[src/hck_pkg.sv]
// Shared constants, codes and types of the HSV chroma key pipeline.
package hck_pkg;

  localparam int PIX_W = 8;
  localparam int NUM_W = 2 * PIX_W;

  localparam int HUE_SECTOR = 42;
  localparam int HUE_HALF   = 126;
  localparam int HUE_FULL   = 252;
  localparam int FULL_SCALE = 255;

  // Pipeline layout: two front stages, one divider stage per quotient bit,
  // two stages for hue assembly and the key decision.
  localparam int FRONT_STAGES = 2;
  localparam int DIV_STAGES   = PIX_W;
  localparam int MATCH_STAGES = 2;
  localparam int NUM_STAGES   = FRONT_STAGES + DIV_STAGES + MATCH_STAGES;

  localparam int CFG_IDX_W = 3;
  localparam logic [CFG_IDX_W-1:0] CFG_KEY_HUE  = 3'd0;
  localparam logic [CFG_IDX_W-1:0] CFG_KEY_SAT  = 3'd1;
  localparam logic [CFG_IDX_W-1:0] CFG_KEY_VAL  = 3'd2;
  localparam logic [CFG_IDX_W-1:0] CFG_HUE_TOL  = 3'd3;
  localparam logic [CFG_IDX_W-1:0] CFG_SAT_TOL  = 3'd4;
  localparam logic [CFG_IDX_W-1:0] CFG_VAL_TOL  = 3'd5;

  localparam logic [PIX_W-1:0] RST_KEY_HUE = 8'd84;
  localparam logic [PIX_W-1:0] RST_KEY_SAT = 8'd255;
  localparam logic [PIX_W-1:0] RST_KEY_VAL = 8'd255;
  localparam logic [PIX_W-1:0] RST_TOL     = 8'd0;

  // Which component was taken as the minimum; sets the hue sector.
  localparam logic [1:0] SECT_RED_MIN   = 2'd0;
  localparam logic [1:0] SECT_BLUE_MIN  = 2'd1;
  localparam logic [1:0] SECT_GREEN_MIN = 2'd2;

  typedef struct packed {
    logic [PIX_W-1:0] red;
    logic [PIX_W-1:0] green;
    logic [PIX_W-1:0] blue;
    logic [PIX_W-1:0] back_red;
    logic [PIX_W-1:0] back_green;
    logic [PIX_W-1:0] back_blue;
  } pix_pair_t;

  typedef struct packed {
    pix_pair_t        pix;
    logic [PIX_W-1:0] val;
    logic [1:0]       sector;
    logic             neg;
    logic             grey;
  } hck_side_t;

  typedef struct packed {
    logic [PIX_W-1:0] key_hue;
    logic [PIX_W-1:0] key_sat;
    logic [PIX_W-1:0] key_val;
    logic [PIX_W-1:0] hue_tol;
    logic [PIX_W-1:0] sat_tol;
    logic [PIX_W-1:0] val_tol;
  } key_cfg_t;

endpackage

[src/hsv_chroma_key_pixel.sv]
// HSV chroma key top level: config registers, pipeline control and stages.
// The result is held on an output register. Throughput is one item per cycle
// unless out_ready stalls; the eight divider stages set the depth.
// Each stage moves when it is empty or the stage after it moves, so bubbles fill.
// Synchronous active-low reset clears the valid bits and loads register defaults.
module hsv_chroma_key_pixel import hck_pkg::*; (
  input  logic                 clk,
  input  logic                 rst_n,
  input  logic                 in_valid,
  output logic                 in_ready,
  input  logic [PIX_W-1:0]     in_red,
  input  logic [PIX_W-1:0]     in_green,
  input  logic [PIX_W-1:0]     in_blue,
  input  logic [PIX_W-1:0]     in_back_red,
  input  logic [PIX_W-1:0]     in_back_green,
  input  logic [PIX_W-1:0]     in_back_blue,
  output logic                 out_valid,
  input  logic                 out_ready,
  output logic [PIX_W-1:0]     out_red,
  output logic [PIX_W-1:0]     out_green,
  output logic [PIX_W-1:0]     out_blue,
  output logic                 out_keyed,
  input  logic                 cfg_valid,
  output logic                 cfg_ready,
  input  logic [CFG_IDX_W-1:0] cfg_index,
  input  logic [PIX_W-1:0]     cfg_data
);

  key_cfg_t               cfg_r;
  logic [NUM_STAGES-1:0]  valid_r;
  logic [NUM_STAGES-1:0]  adv;

  pix_pair_t              pix;
  logic [NUM_W-1:0]       num_h;
  logic [PIX_W-1:0]       den_h;
  logic [NUM_W-1:0]       num_s;
  logic [PIX_W-1:0]       den_s;
  hck_side_t              front_side;
  logic [PIX_W-1:0]       quot_h;
  logic [PIX_W-1:0]       quot_s;
  hck_side_t              div_side;

  assign cfg_ready = 1'b1;

  always_ff @(posedge clk) begin
    if (!rst_n) begin
      cfg_r.key_hue <= RST_KEY_HUE;
      cfg_r.key_sat <= RST_KEY_SAT;
      cfg_r.key_val <= RST_KEY_VAL;
      cfg_r.hue_tol <= RST_TOL;
      cfg_r.sat_tol <= RST_TOL;
      cfg_r.val_tol <= RST_TOL;
    end else if (cfg_valid && cfg_ready) begin
      case (cfg_index)
        CFG_KEY_HUE: cfg_r.key_hue <= cfg_data;
        CFG_KEY_SAT: cfg_r.key_sat <= cfg_data;
        CFG_KEY_VAL: cfg_r.key_val <= cfg_data;
        CFG_HUE_TOL: cfg_r.hue_tol <= cfg_data;
        CFG_SAT_TOL: cfg_r.sat_tol <= cfg_data;
        CFG_VAL_TOL: cfg_r.val_tol <= cfg_data;
        default: ;
      endcase
    end
  end

  // A stage may load when it holds nothing or its item moves on this cycle.
  assign adv[NUM_STAGES-1] = !valid_r[NUM_STAGES-1] || out_ready;
  for (genvar i = 0; i < NUM_STAGES - 1; i++) begin : g_adv
    assign adv[i] = !valid_r[i] || adv[i+1];
  end

  always_ff @(posedge clk) begin
    if (!rst_n) begin
      valid_r <= '0;
    end else begin
      if (adv[0]) valid_r[0] <= in_valid;
      for (int i = 1; i < NUM_STAGES; i++) begin
        if (adv[i]) valid_r[i] <= valid_r[i-1];
      end
    end
  end

  assign in_ready  = adv[0];
  assign out_valid = valid_r[NUM_STAGES-1];

  assign pix.red        = in_red;
  assign pix.green      = in_green;
  assign pix.blue       = in_blue;
  assign pix.back_red   = in_back_red;
  assign pix.back_green = in_back_green;
  assign pix.back_blue  = in_back_blue;

  hck_hsv_front u_front (
    .clk   (clk),
    .en    (adv[FRONT_STAGES-1:0]),
    .pix   (pix),
    .num_h (num_h),
    .den_h (den_h),
    .num_s (num_s),
    .den_s (den_s),
    .side  (front_side)
  );

  hck_div_pipe u_div (
    .clk      (clk),
    .en       (adv[FRONT_STAGES+DIV_STAGES-1:FRONT_STAGES]),
    .num_a    (num_h),
    .den_a    (den_h),
    .num_b    (num_s),
    .den_b    (den_s),
    .side_in  (front_side),
    .quot_a   (quot_h),
    .quot_b   (quot_s),
    .side_out (div_side)
  );

  hck_key_match u_match (
    .clk    (clk),
    .en     (adv[NUM_STAGES-1:NUM_STAGES-MATCH_STAGES]),
    .quot_h (quot_h),
    .quot_s (quot_s),
    .side   (div_side),
    .cfg    (cfg_r),
    .red    (out_red),
    .green  (out_green),
    .blue   (out_blue),
    .keyed  (out_keyed)
  );

endmodule

[src/hck_hsv_front.sv]
// Front stages: min/max, sector choice, then divider numerators and divisors.
module hck_hsv_front import hck_pkg::*; (
  input  logic                    clk,
  input  logic [FRONT_STAGES-1:0] en,
  input  pix_pair_t               pix,
  output logic [NUM_W-1:0]        num_h,
  output logic [PIX_W-1:0]        den_h,
  output logic [NUM_W-1:0]        num_s,
  output logic [PIX_W-1:0]        den_s,
  output hck_side_t               side
);

  logic [PIX_W-1:0] lo;
  logic [PIX_W-1:0] hi;
  logic [PIX_W:0]   diff;
  logic [PIX_W:0]   diff_neg;
  logic [1:0]       sector;

  pix_pair_t        pix0_r;
  logic [PIX_W-1:0] hi0_r;
  logic [PIX_W-1:0] span0_r;
  logic [PIX_W-1:0] mag0_r;
  logic [1:0]       sector0_r;
  logic             neg0_r;
  logic             grey0_r;

  logic [NUM_W-1:0] num_h_r;
  logic [PIX_W-1:0] den_h_r;
  logic [NUM_W-1:0] num_s_r;
  logic [PIX_W-1:0] den_s_r;
  hck_side_t        side_r;

  always_comb begin
    lo = pix.red;
    hi = pix.red;
    if (pix.green < lo) lo = pix.green;
    if (pix.blue < lo) lo = pix.blue;
    if (pix.green > hi) hi = pix.green;
    if (pix.blue > hi) hi = pix.blue;
  end

  // Ties are resolved with red tested as the minimum first, then blue.
  always_comb begin
    if (pix.red == lo) begin
      diff   = {1'b0, pix.green} - {1'b0, pix.blue};
      sector = SECT_RED_MIN;
    end else if (pix.blue == lo) begin
      diff   = {1'b0, pix.red} - {1'b0, pix.green};
      sector = SECT_BLUE_MIN;
    end else begin
      diff   = {1'b0, pix.blue} - {1'b0, pix.red};
      sector = SECT_GREEN_MIN;
    end
    diff_neg = '0 - diff;
  end

  always_ff @(posedge clk) begin
    if (en[0]) begin
      pix0_r    <= pix;
      hi0_r     <= hi;
      span0_r   <= hi - lo;
      neg0_r    <= diff[PIX_W];
      mag0_r    <= diff[PIX_W] ? diff_neg[PIX_W-1:0] : diff[PIX_W-1:0];
      sector0_r <= sector;
      grey0_r   <= (lo == hi);
    end
  end

  always_ff @(posedge clk) begin
    if (en[1]) begin
      num_h_r       <= NUM_W'(mag0_r) * NUM_W'(HUE_SECTOR);
      den_h_r       <= span0_r;
      num_s_r       <= NUM_W'(span0_r) * NUM_W'(FULL_SCALE);
      den_s_r       <= hi0_r;
      side_r.pix    <= pix0_r;
      side_r.val    <= hi0_r;
      side_r.sector <= sector0_r;
      side_r.neg    <= neg0_r;
      side_r.grey   <= grey0_r;
    end
  end

  assign num_h = num_h_r;
  assign den_h = den_h_r;
  assign num_s = num_s_r;
  assign den_s = den_s_r;
  assign side  = side_r;

endmodule

[src/hck_div_pipe.sv]
// Two-lane pipelined restoring divider, one quotient bit per stage.
module hck_div_pipe import hck_pkg::*; (
  input  logic                  clk,
  input  logic [DIV_STAGES-1:0] en,
  input  logic [NUM_W-1:0]      num_a,
  input  logic [PIX_W-1:0]      den_a,
  input  logic [NUM_W-1:0]      num_b,
  input  logic [PIX_W-1:0]      den_b,
  input  hck_side_t             side_in,
  output logic [PIX_W-1:0]      quot_a,
  output logic [PIX_W-1:0]      quot_b,
  output hck_side_t             side_out
);

  // The upper half of the work word is the partial remainder, the lower half
  // collects quotient bits as the dividend bits shift out.
  function automatic logic [NUM_W-1:0] div_step(input logic [NUM_W-1:0] w,
                                                input logic [PIX_W-1:0] d);
    logic [NUM_W:0] sh;
    logic [PIX_W:0] trial;
    sh    = {w, 1'b0};
    trial = sh[NUM_W:PIX_W] - {1'b0, d};
    if (sh[NUM_W:PIX_W] >= {1'b0, d}) begin
      div_step = {trial[PIX_W-1:0], sh[PIX_W-1:1], 1'b1};
    end else begin
      div_step = {sh[NUM_W-1:PIX_W], sh[PIX_W-1:1], 1'b0};
    end
  endfunction

  logic [NUM_W-1:0] work_a_r [DIV_STAGES];
  logic [PIX_W-1:0] den_a_r  [DIV_STAGES];
  logic [NUM_W-1:0] work_b_r [DIV_STAGES];
  logic [PIX_W-1:0] den_b_r  [DIV_STAGES];
  hck_side_t        side_r   [DIV_STAGES];

  for (genvar k = 0; k < DIV_STAGES; k++) begin : g_stage
    if (k == 0) begin : g_first
      always_ff @(posedge clk) begin
        if (en[k]) begin
          work_a_r[k] <= div_step(num_a, den_a);
          den_a_r[k]  <= den_a;
          work_b_r[k] <= div_step(num_b, den_b);
          den_b_r[k]  <= den_b;
          side_r[k]   <= side_in;
        end
      end
    end else begin : g_next
      always_ff @(posedge clk) begin
        if (en[k]) begin
          work_a_r[k] <= div_step(work_a_r[k-1], den_a_r[k-1]);
          den_a_r[k]  <= den_a_r[k-1];
          work_b_r[k] <= div_step(work_b_r[k-1], den_b_r[k-1]);
          den_b_r[k]  <= den_b_r[k-1];
          side_r[k]   <= side_r[k-1];
        end
      end
    end
  end

  assign quot_a   = work_a_r[DIV_STAGES-1][PIX_W-1:0];
  assign quot_b   = work_b_r[DIV_STAGES-1][PIX_W-1:0];
  assign side_out = side_r[DIV_STAGES-1];

endmodule

[src/hck_key_match.sv]
// Back stages: hue assembly, tolerance tests against the key and pixel select.
module hck_key_match import hck_pkg::*; (
  input  logic                    clk,
  input  logic [MATCH_STAGES-1:0] en,
  input  logic [PIX_W-1:0]        quot_h,
  input  logic [PIX_W-1:0]        quot_s,
  input  hck_side_t               side,
  input  key_cfg_t                cfg,
  output logic [PIX_W-1:0]        red,
  output logic [PIX_W-1:0]        green,
  output logic [PIX_W-1:0]        blue,
  output logic                    keyed
);

  function automatic logic [PIX_W-1:0] abs_diff(input logic [PIX_W-1:0] a,
                                                input logic [PIX_W-1:0] b);
    abs_diff = (a >= b) ? a - b : b - a;
  endfunction

  logic [PIX_W:0]   base;
  logic [PIX_W:0]   hue_full;
  logic [PIX_W-1:0] hue;
  logic [PIX_W-1:0] hue_sh;

  logic [PIX_W-1:0] hue_r;
  logic [PIX_W-1:0] hue_sh_r;
  logic [PIX_W-1:0] sat_r;
  logic [PIX_W-1:0] val_r;
  pix_pair_t        pix_r;

  logic [PIX_W:0]   key_sh_full;
  logic [PIX_W-1:0] key_sh;
  logic             hit;

  logic [PIX_W-1:0] red_r;
  logic [PIX_W-1:0] green_r;
  logic [PIX_W-1:0] blue_r;
  logic             keyed_r;

  always_comb begin
    case (side.sector)
      SECT_BLUE_MIN:  base = (PIX_W+1)'(1 * HUE_SECTOR);
      SECT_RED_MIN:   base = (PIX_W+1)'(3 * HUE_SECTOR);
      SECT_GREEN_MIN: base = (PIX_W+1)'(5 * HUE_SECTOR);
      default:        base = '0;
    endcase
    // The quotient is of the magnitude; a negative difference adds it back.
    hue_full = side.neg ? base + {1'b0, quot_h} : base - {1'b0, quot_h};
    hue      = side.grey ? '0 : hue_full[PIX_W-1:0];
    // Hue stays below the full circle, so the half turn wraps with one compare.
    hue_sh   = (hue >= PIX_W'(HUE_HALF)) ? hue - PIX_W'(HUE_HALF)
                                          : hue + PIX_W'(HUE_HALF);
  end

  always_ff @(posedge clk) begin
    if (en[0]) begin
      hue_r    <= hue;
      hue_sh_r <= hue_sh;
      sat_r    <= side.grey ? '0 : quot_s;
      val_r    <= side.val;
      pix_r    <= side.pix;
    end
  end

  always_comb begin
    key_sh_full = {1'b0, cfg.key_hue} + (PIX_W+1)'(HUE_HALF);
    key_sh      = (key_sh_full >= (PIX_W+1)'(HUE_FULL))
                  ? PIX_W'(key_sh_full - (PIX_W+1)'(HUE_FULL))
                  : key_sh_full[PIX_W-1:0];
    hit = ((abs_diff(hue_r, cfg.key_hue) <= cfg.hue_tol) ||
           (abs_diff(hue_sh_r, key_sh) <= cfg.hue_tol)) &&
          (abs_diff(sat_r, cfg.key_sat) <= cfg.sat_tol) &&
          (abs_diff(val_r, cfg.key_val) <= cfg.val_tol);
  end

  always_ff @(posedge clk) begin
    if (en[1]) begin
      red_r   <= hit ? pix_r.back_red   : pix_r.red;
      green_r <= hit ? pix_r.back_green : pix_r.green;
      blue_r  <= hit ? pix_r.back_blue  : pix_r.blue;
      keyed_r <= hit;
    end
  end

  assign red   = red_r;
  assign green = green_r;
  assign blue  = blue_r;
  assign keyed = keyed_r;

endmodule

[config.mk]
export PLATFORM = sky130hd
export DESIGN_NAME = hsv_chroma_key_pixel
export DESIGN_NICKNAME = d
export VERILOG_FILES = /design/src/hck_pkg.sv /design/src/hsv_chroma_key_pixel.sv /design/src/hck_hsv_front.sv /design/src/hck_div_pipe.sv /design/src/hck_key_match.sv
export SDC_FILE = /design/constraint.sdc
export NUM_CORES = 2
export LEC_CHECK = 0
export BUFFER_PORTS_ARGS = -buffer_cell sky130_fd_sc_hd__buf_2
export CAP_MARGIN = 20
export CORE_MARGIN = 3
export CORE_UTILIZATION = 40
export CTS_CLUSTER_DIAMETER = 60
export DETAILED_ROUTE_END_ITERATION = 6
export MAX_ROUTING_LAYER = met4
export PLACE_DENSITY = 0.52
export SLEW_MARGIN = 10
export SYNTH_ARGS = -nofsm -noshare
export SYNTH_HDL_FRONTEND = slang
export SYNTH_SLANG_ARGS = --single-unit
[constraint.sdc]
create_clock -name clk -period 11.8 [get_ports clk]
set_input_delay 1.18 -clock clk [delete_from_list [all_inputs] [get_ports clk]]
set_output_delay 1.18 -clock clk [all_outputs]
set_load 0.05 [all_outputs]
---- After elaboration in Yosys (flattened, before gate mapping) ----
Memory sizes are Yosys's and may differ from the RTL's. A register that Yosys moved wholly into a read port is not among the register bits.
Cells that the tools add are included.
storage, ports and cells
  logic and storage cells ................. 241
  register bits after elaboration ......... 330
  bits of input ports ..................... 64
  memory bits (writable) .................. 864
  memories kept ........................... 5
  output and inout port bits .............. 28
cells by class
  $lt $le $gt $ge ......................... 30
  mux-type cells .......................... 68
  add/sub/neg operators ................... 35
  multipliers ............................. 2
  reductions and logical operators ........ 35
  eq/ne operators ......................... 10
memories
  memory          words  bits a word  rd ports  clocked after Yosys merged registers in  wr ports  line                RTL
  u_div.side_r    8      60           8         0                                        8         hck_div_pipe.sv:34  hck_side_t side_r [DIV_STAGES];
  u_div.work_a_r  8      16           8         0                                        8         hck_div_pipe.sv:30  logic [NUM_W-1:0] work_a_r [DIV_STAGES];
  u_div.work_b_r  8      16           8         1                                        8         hck_div_pipe.sv:32  logic [NUM_W-1:0] work_b_r [DIV_STAGES];
  u_div.den_a_r   8      8            7         0                                        8         hck_div_pipe.sv:31  logic [PIX_W-1:0] den_a_r [DIV_STAGES];
  u_div.den_b_r   8      8            7         0                                        8         hck_div_pipe.sv:33  logic [PIX_W-1:0] den_b_r [DIV_STAGES];
operators by type and width
  cell                                                 count
  2-to-1 mux 16 bit                                    32
  subtractor 8 bit                                     25
  >= comparator 9 x 8 -> 1 bit                         15
  2-to-1 mux 8 bit                                     16
  >= comparator 8 bit                                  4
  less-or-equal comparator 8 bit                       4
  subtractor 8 x 8 -> 9 bit                            3
  == test 8 bit                                        3
  case mux 8 bit (3 select lines)                      1
  2-to-1 mux 9 bit                                     2
  > comparator 8 bit                                   2
  < comparator 8 bit                                   2
  multiplier 8 x 8 -> 16 bit, second input constant    1
  2-to-1 mux 1 bit                                     16
  logical OR 1 bit                                     13
  multiplier 8 x 5 -> 13 bit, second input constant    1
  zero test 1 bit                                      12
  AND reduction 2 bit                                  6
  adder 8 x 7 -> 9 bit, second input constant          1
  >= comparator 9 x 8 -> 1 bit, second input constant  1
  adder 8 x 7 -> 8 bit, second input constant          1
  adder 8 bit                                          1
  >= comparator 7 x 8 -> 1 bit                         1
  >= comparator 8 x 7 -> 1 bit, second input constant  1
  13 further kinds                                     16

---- Depth between registers and ports, before layout ----
  word-level depth ........................ 13
  depth in mapped cells ................... 29

---- Cells and area by module ----
Synthesis repeated with hierarchy kept, for this count alone.
unflattened totals
  cells, all modules ...................... 3649
  area, all modules ....................... 52729.3 um^2
by module, submodules not included
  module                sequential area each (um^2)  area an instance (um^2)  cells an instance  times used
  hck_div_pipe          24984.0                      32399.8                  1881               1
  hck_hsv_front         5165.0                       10277.4                  817                1
  hck_key_match         3123.0                       7696.1                   701                1
  hsv_chroma_key_pixel  1201.2                       2356.0                   250                1

---- Worst setup path after synthesis ----
OpenSTA, ideal clock, no wires.
  path type ............................... flip-flop to flip-flop
  start ................................... register cfg_r[41] in the netlist's numbering
  end ..................................... register u_match.blue_r[2], in the netlist u_match.blue[2], data pin
  arrival ................................. 6.289 ns
  buffers on the path ..................... 3
  period minus slack after synthesis ...... 6.549 ns
  stages on the path, launching flop included .. 28
  setup slack ............................. 5.251 ns
  library setup time ...................... 0.260 ns
  cells stage by stage .................... dfxtp_1 -> inv_1 -> nand3_1 -> or3_1 -> clkbuf_1 -> xnor2_1 -> o41ai_1 -> mux2_2 -> ha_1 -> a21oi_1 -> o21bai_1 -> a21oi_1 -> o21ai_0 -> clkbuf_1 -> mux2i_1 -> nand2_1 -> a21boi_0 -> xnor2_1 -> ha_1 -> nand4_1 -> nor2_1 -> nor2_1 -> a21oi_1 -> a211oi_1 -> a211oi_1 -> nor2_1 -> clkbuf_1 -> mux2_2
on the way
  longest elaborated chain between the ends .. 10
  elaborated cells on any way between the ends .. 18
  those cells by class .................... add/sub: 6; order compare: 5; mux: 4; reduce/logical: 3
RTL lines
  element                                                           line                                      RTL
  start, declared                                                   hsv_chroma_key_pixel.sv:29                key_cfg_t cfg_r;
  adder 8 x 7 -> 9 bit                                              hck_key_match.sv:66                       key_sh_full = {1'b0, cfg.key_hue} + (PIX_W+1)'(HUE_HALF);
  subtractor 8 bit or >= comparator 9 x 8 -> 1 bit (tied branches)  hck_key_match.sv:68, hck_key_match.sv:67
  2-to-1 mux 8 bit                                                  hck_key_match.sv:68                       ? PIX_W'(key_sh_full - (PIX_W+1)'(HUE_FULL))
  subtractor 8 bit or >= comparator 8 bit (tied branches)           hck_key_match.sv:17                       abs_diff = (a >= b) ? a - b : b - a;
  2-to-1 mux 8 bit                                                  hck_key_match.sv:17
  less-or-equal comparator 8 bit                                    hck_key_match.sv:71                       (abs_diff(hue_sh_r, key_sh) <= cfg.hue_tol)) &&
  logical OR 1 bit *                                                hck_key_match.sv:70                       hit = ((abs_diff(hue_r, cfg.key_hue) <= cfg.hue_tol) ||
  logical AND 1 bit *                                               hck_key_match.sv:71
  logical AND 1 bit *                                               hck_key_match.sv:72                       (abs_diff(sat_r, cfg.key_sat) <= cfg.sat_tol) &&
  2-to-1 mux 8 bit *                                                hck_key_match.sv:80                       blue_r <= hit ? pix_r.back_blue : pix_r.blue;
  end signal, assigned                                              hck_key_match.sv:80
  end, declared                                                     hck_key_match.sv:37                       logic [PIX_W-1:0] blue_r;
Mark *: on every way between the ends. The rest lies on a longest branch, timed or not.
A chain may end at the register's enable or synchronous reset.

---- Final worst setup path ----
  start ................................... register cfg_r[41] in the netlist's numbering
  end ..................................... register u_match.green_r[6], in the netlist u_match.green[6], data pin
on the way
  longest elaborated chain between the ends .. 10
  elaborated cells on any way between the ends .. 18
  those cells by class .................... add/sub: 6; order compare: 5; mux: 4; reduce/logical: 3
RTL lines
  element                                                           line                                      RTL
  adder 8 x 7 -> 9 bit                                              hck_key_match.sv:66
  subtractor 8 bit or >= comparator 9 x 8 -> 1 bit (tied branches)  hck_key_match.sv:68, hck_key_match.sv:67
  2-to-1 mux 8 bit                                                  hck_key_match.sv:68
  subtractor 8 bit or >= comparator 8 bit (tied branches)           hck_key_match.sv:17
  2-to-1 mux 8 bit                                                  hck_key_match.sv:17
  less-or-equal comparator 8 bit                                    hck_key_match.sv:71
  logical OR 1 bit *                                                hck_key_match.sv:70
  logical AND 1 bit *                                               hck_key_match.sv:71
  logical AND 1 bit *                                               hck_key_match.sv:72
  2-to-1 mux 8 bit *                                                hck_key_match.sv:79                       green_r <= hit ? pix_r.back_green : pix_r.green;
  end signal, assigned                                              hck_key_match.sv:79
  end, declared                                                     hck_key_match.sv:36                       logic [PIX_W-1:0] green_r;
Marked as above.

==> flow_metrics.tcl <==
set metrics [dict create \
    grt_max_degree 69 \
    synth_edf_count 1038 \
    cts_sinks 1098 \
    yosysTopAreaCell "edfxtp_1" \
    min_period_over_period_pct 58.5 \
    hold_viol_final 0 \
    cts_buffers 115 \
    hold_ws_ps 406 \
    synth_area_per_cell_um2 14.3 \
    r2r_slack_ps 4900 \
    synth_xor_area_share_pct 2.87 \
    fmax_mhz 145 \
    cts_root_buf "clkbuf_16" \
    core-area_mm2 0.120 \
    peakVddDrop_mv 0.841 \
    h-tree-depth 3 \
    nets 4036 \
    rsz0062_at_grt "false" \
    cts_hold_buf 0 \
    grt-ovfl-total 0 \
    r2r_cells 25 \
    synth_top_area_share_pct 64.3 \
    yosys_warnings 0 \
    clock_path_buffers 3 \
    wire_per_inst_um 16.2 \
    cts_resized 0 \
    track_usage_pct 14.3 \
    netlist_area_mm2 0.0485 \
    worst_setup_path_start_kind "register" \
    yosysSeqAreaShare_pct 66.8 \
    cp.arrival_ps 7340 \
    syn2layout_area_growth_pct 13.2 \
    slowest_delay_ps 770 \
    die_width_um 354 \
    critPathCaptureType "register" \
    maxCapViolations 0 \
    clk_latency_ps 710 \
    drc_errors 0 \
    die_y_um 354 \
    place_hpwl_mm 59.3 \
    synth_top_family_by_area "adder cells" \
    synthCells 3397 \
    first_pass_iters 7 \
    antenna_found_initial 2 \
    synth_commonest_cells "1038 x edfxtp_1, 426 x inv_1, 336 x ha_1, 228 x nand2_1, 190 x o21ai_0" \
    critical_path_class "register to register" \
    synth.most_common_cell "edfxtp_1" \
    synth.mux.area_fraction_pct 1.70 \
    setup_viol 0 \
    vias_per_cell 4.75 \
    rows 127 \
    hold_path_depth 0 \
    drive_gt1_share_pct 9.69 \
    critPathMostFrequentCell "ha_1" \
    max_slew.worst_pin.slew_ps 974 \
    power.density_mw_per_mm2 319 \
    postLayoutCoreUtil_pct 45.7 \
    ys.flop_type "edfxtp_1" \
    pin_count 92 \
    cts_tree "built" \
    gp_congestion 0.821 \
    critical_path.max_fanout 25 \
    synth_compound_area_share_pct 7.78 \
    drt_iter0_drc 1303 \
    grt_util_met3_pct 2.36 \
    drt_wl_total_mm 85.7 \
    die-area_mm2 0.125 \
    dp_cells 5071 \
    synthTopCellsByArea "edfxtp_1 64%, ha_1 8.7%, inv_1 3.3%" \
    skew_ps 28.8 \
    relSlewSlack_pct 35.1 \
    synth_nets 3857 \
    cts_setup_buffers 0 \
    p_leak_nw 22.5 \
    async_reset_ff_share_pct 0 \
    synth_fa_ha_area_share_pct 11.2 \
    synthDistinctLibCells 69 \
    cts.reportedPaths.clkPinSlew_ps 60 \
    fin_crit_ps 6900 \
    worst-path-buf-inv 3 \
    slowest_stage "o41ai_1" \
    grt_use_met2_pct 22.7 \
    dp_slack_ps 4850 \
    grt_pass1_vias 25520 \
    crit_required_ps 12240 \
    slew_viol_final 0 \
    crit_family "compound AO/OA/AOI/OAI gates" \
    stdcell_count 5284 \
    met1_usage_pct 18.8 \
    grt_pass1_wl_mm 138 \
    ys_seq_elements 1098 \
    antenna_cells 0 \
    yosys.area_share.simple_pct 5.96 \
    ant_nets 0 \
    initial_utilization_pct 40.3 \
    grt_busiest_layer "met2" \
    io_buffers 90 \
    via_count 25091 \
    crit_cells 25 \
    hp-class "register to register" \
    run_status "finished, final reports clean" \
    fin_ws_ps 4900 \
    setup_tns_ps 0 \
]
## layout by cell type, fill, tap and decap left out, types with 11 or more instances in the layout
cell type  synthesis  routed
clkbuf_16          0     118
or4_1             13      13
clkbuf_1          42      22
buf_4              1      18
a21o_1            58      58
o31ai_1           28      28
clkinv_2           0      19
and3_1            25      25
mux2_2            38      38
nand2_1          228     223
a31oi_1           11      11
nor2_1            98      97
o21ai_0          190     189
fa_1              60      60
o21a_1            15      15
a21oi_1          131     131
dfxtp_1           60      60
nor3_1            14      14
bufinv_16          0      14
clkinv_1           0      14
mux2i_1           38      38
inv_1            426     420
nand2b_1          26      26
o21bai_1          28      28
nand3_1           36      36
o211ai_1          21      21
ha_1             336     336
buf_2              2      90
nand4_1           40      40
and2_1            17      17
o211a_1           13      13
a21boi_0          56      56
nor2b_1           71      71
xor2_1            76      76
xnor2_1           83      83
edfxtp_1        1038    1038
## per-layer routing
metal | wire length [um] | vias to the layer above
met5 | 0 | -
met4 | 2490 | 0
met3 | 2660 | 157
met2 | 39900 | 323
met1 | 40700 | 11975
li1 | - | 12636
## logic make-up after synthesis
| family | Yosys count |
|---|---|
| AOI/OAI and AO/OA | 598 |
| xor gates and xnor gates | 159 |
| adders and majority gates | 396 |
| buffers and inverters | 474 |
| DFF | 1098 |
| muxes | 77 |
| other | 1 |
| and+or+nand+nor | 594 |
## sequential cells by signal, summed over array words and instances, names as in the netlist, 8 cells and up
register          flops
u_front.num_h        13
u_match.hue_sh_r      8
u_match.sat_r         8
u_div.den_a_r        56
u_div.work_a_r      113
valid_r              12
u_div.work_b_r      113
u_front.hi0_r         8
u_front.num_s        16
u_match.green         8
u_match.red           8
u_front.side         52
u_div.side_r        480
u_match.val_r         8
cfg_r                48
u_front.span0_r       8
u_front.mag0_r        8
u_front.pix0_r       48
u_match.blue          8
u_match.pix_r        48
u_front.den_s         8
## worst register-to-register path: stages (launching register included)
cell and delay, ps:
dfxtp_1 510, inv_1 230, ha_1 310, xor2_1 260, ha_1 230, a31oi_1 90, o41ai_1 770, mux2_2 430
ha_1 370, a21oi_1 90, o21bai_1 140, a21oi_1 80, o21ai_1 430, buf_6 220, mux2i_1 240, o21ai_0 170
o21ai_0 200, nand2_1 90, xor2_1 140, ha_1 290, a21o_1 160, a211oi_1 240, a211oi_1 90, nor2_2 80
buf_4 390, mux2_2 420
## final cells by class
| type | instances | area [um^2] |
|---|---|---|
| fillers | 10692 | 65200 |
| well taps | 1612 | 2020 |
| repair buffers | 110 | 617 |
| multi-input cells | 1825 | 14300 |
| flip-flops and latches | 1098 | 32400 |
| clock inverters | 64 | 795 |
| clock buffers | 149 | 3150 |
| inverters | 426 | 1610 |
## worst paths after layout
kind                                         from                              end
setup / recovery           cfg_r[41]$_SDFFE_PN0P_       u_match.green[6]$_DFFE_PP_
hold / removal    u_div.work_a_r[0][22]$_DFFE_PP_  u_div.work_a_r[0][39]$_DFFE_PP_
setup reg to reg           cfg_r[41]$_SDFFE_PN0P_       u_match.green[6]$_DFFE_PP_
hold reg to reg   u_div.work_a_r[0][22]$_DFFE_PP_  u_div.work_a_r[0][39]$_DFFE_PP_
## where the power goes
group	total, mW	switching, mW	internal (mW)	leakage (nW)
combinational	7.56	4.17	3.39	9.11
clock	3.68	1.48	2.20	1.93
sequential	6.29	0.460	5.83	11.5
## per-stage QoR
stage	power, mW	instance area [um^2]
6_report	17.5	54900
5_1_grt	19.2	54900
4_1_cts	17.8	54900
3_5_place_dp	14.0	50900
3_3_place_gp	14.0	50900
2_1_floorplan	12.3	48500
Note: power is estimated with default switching activity, not from simulation.
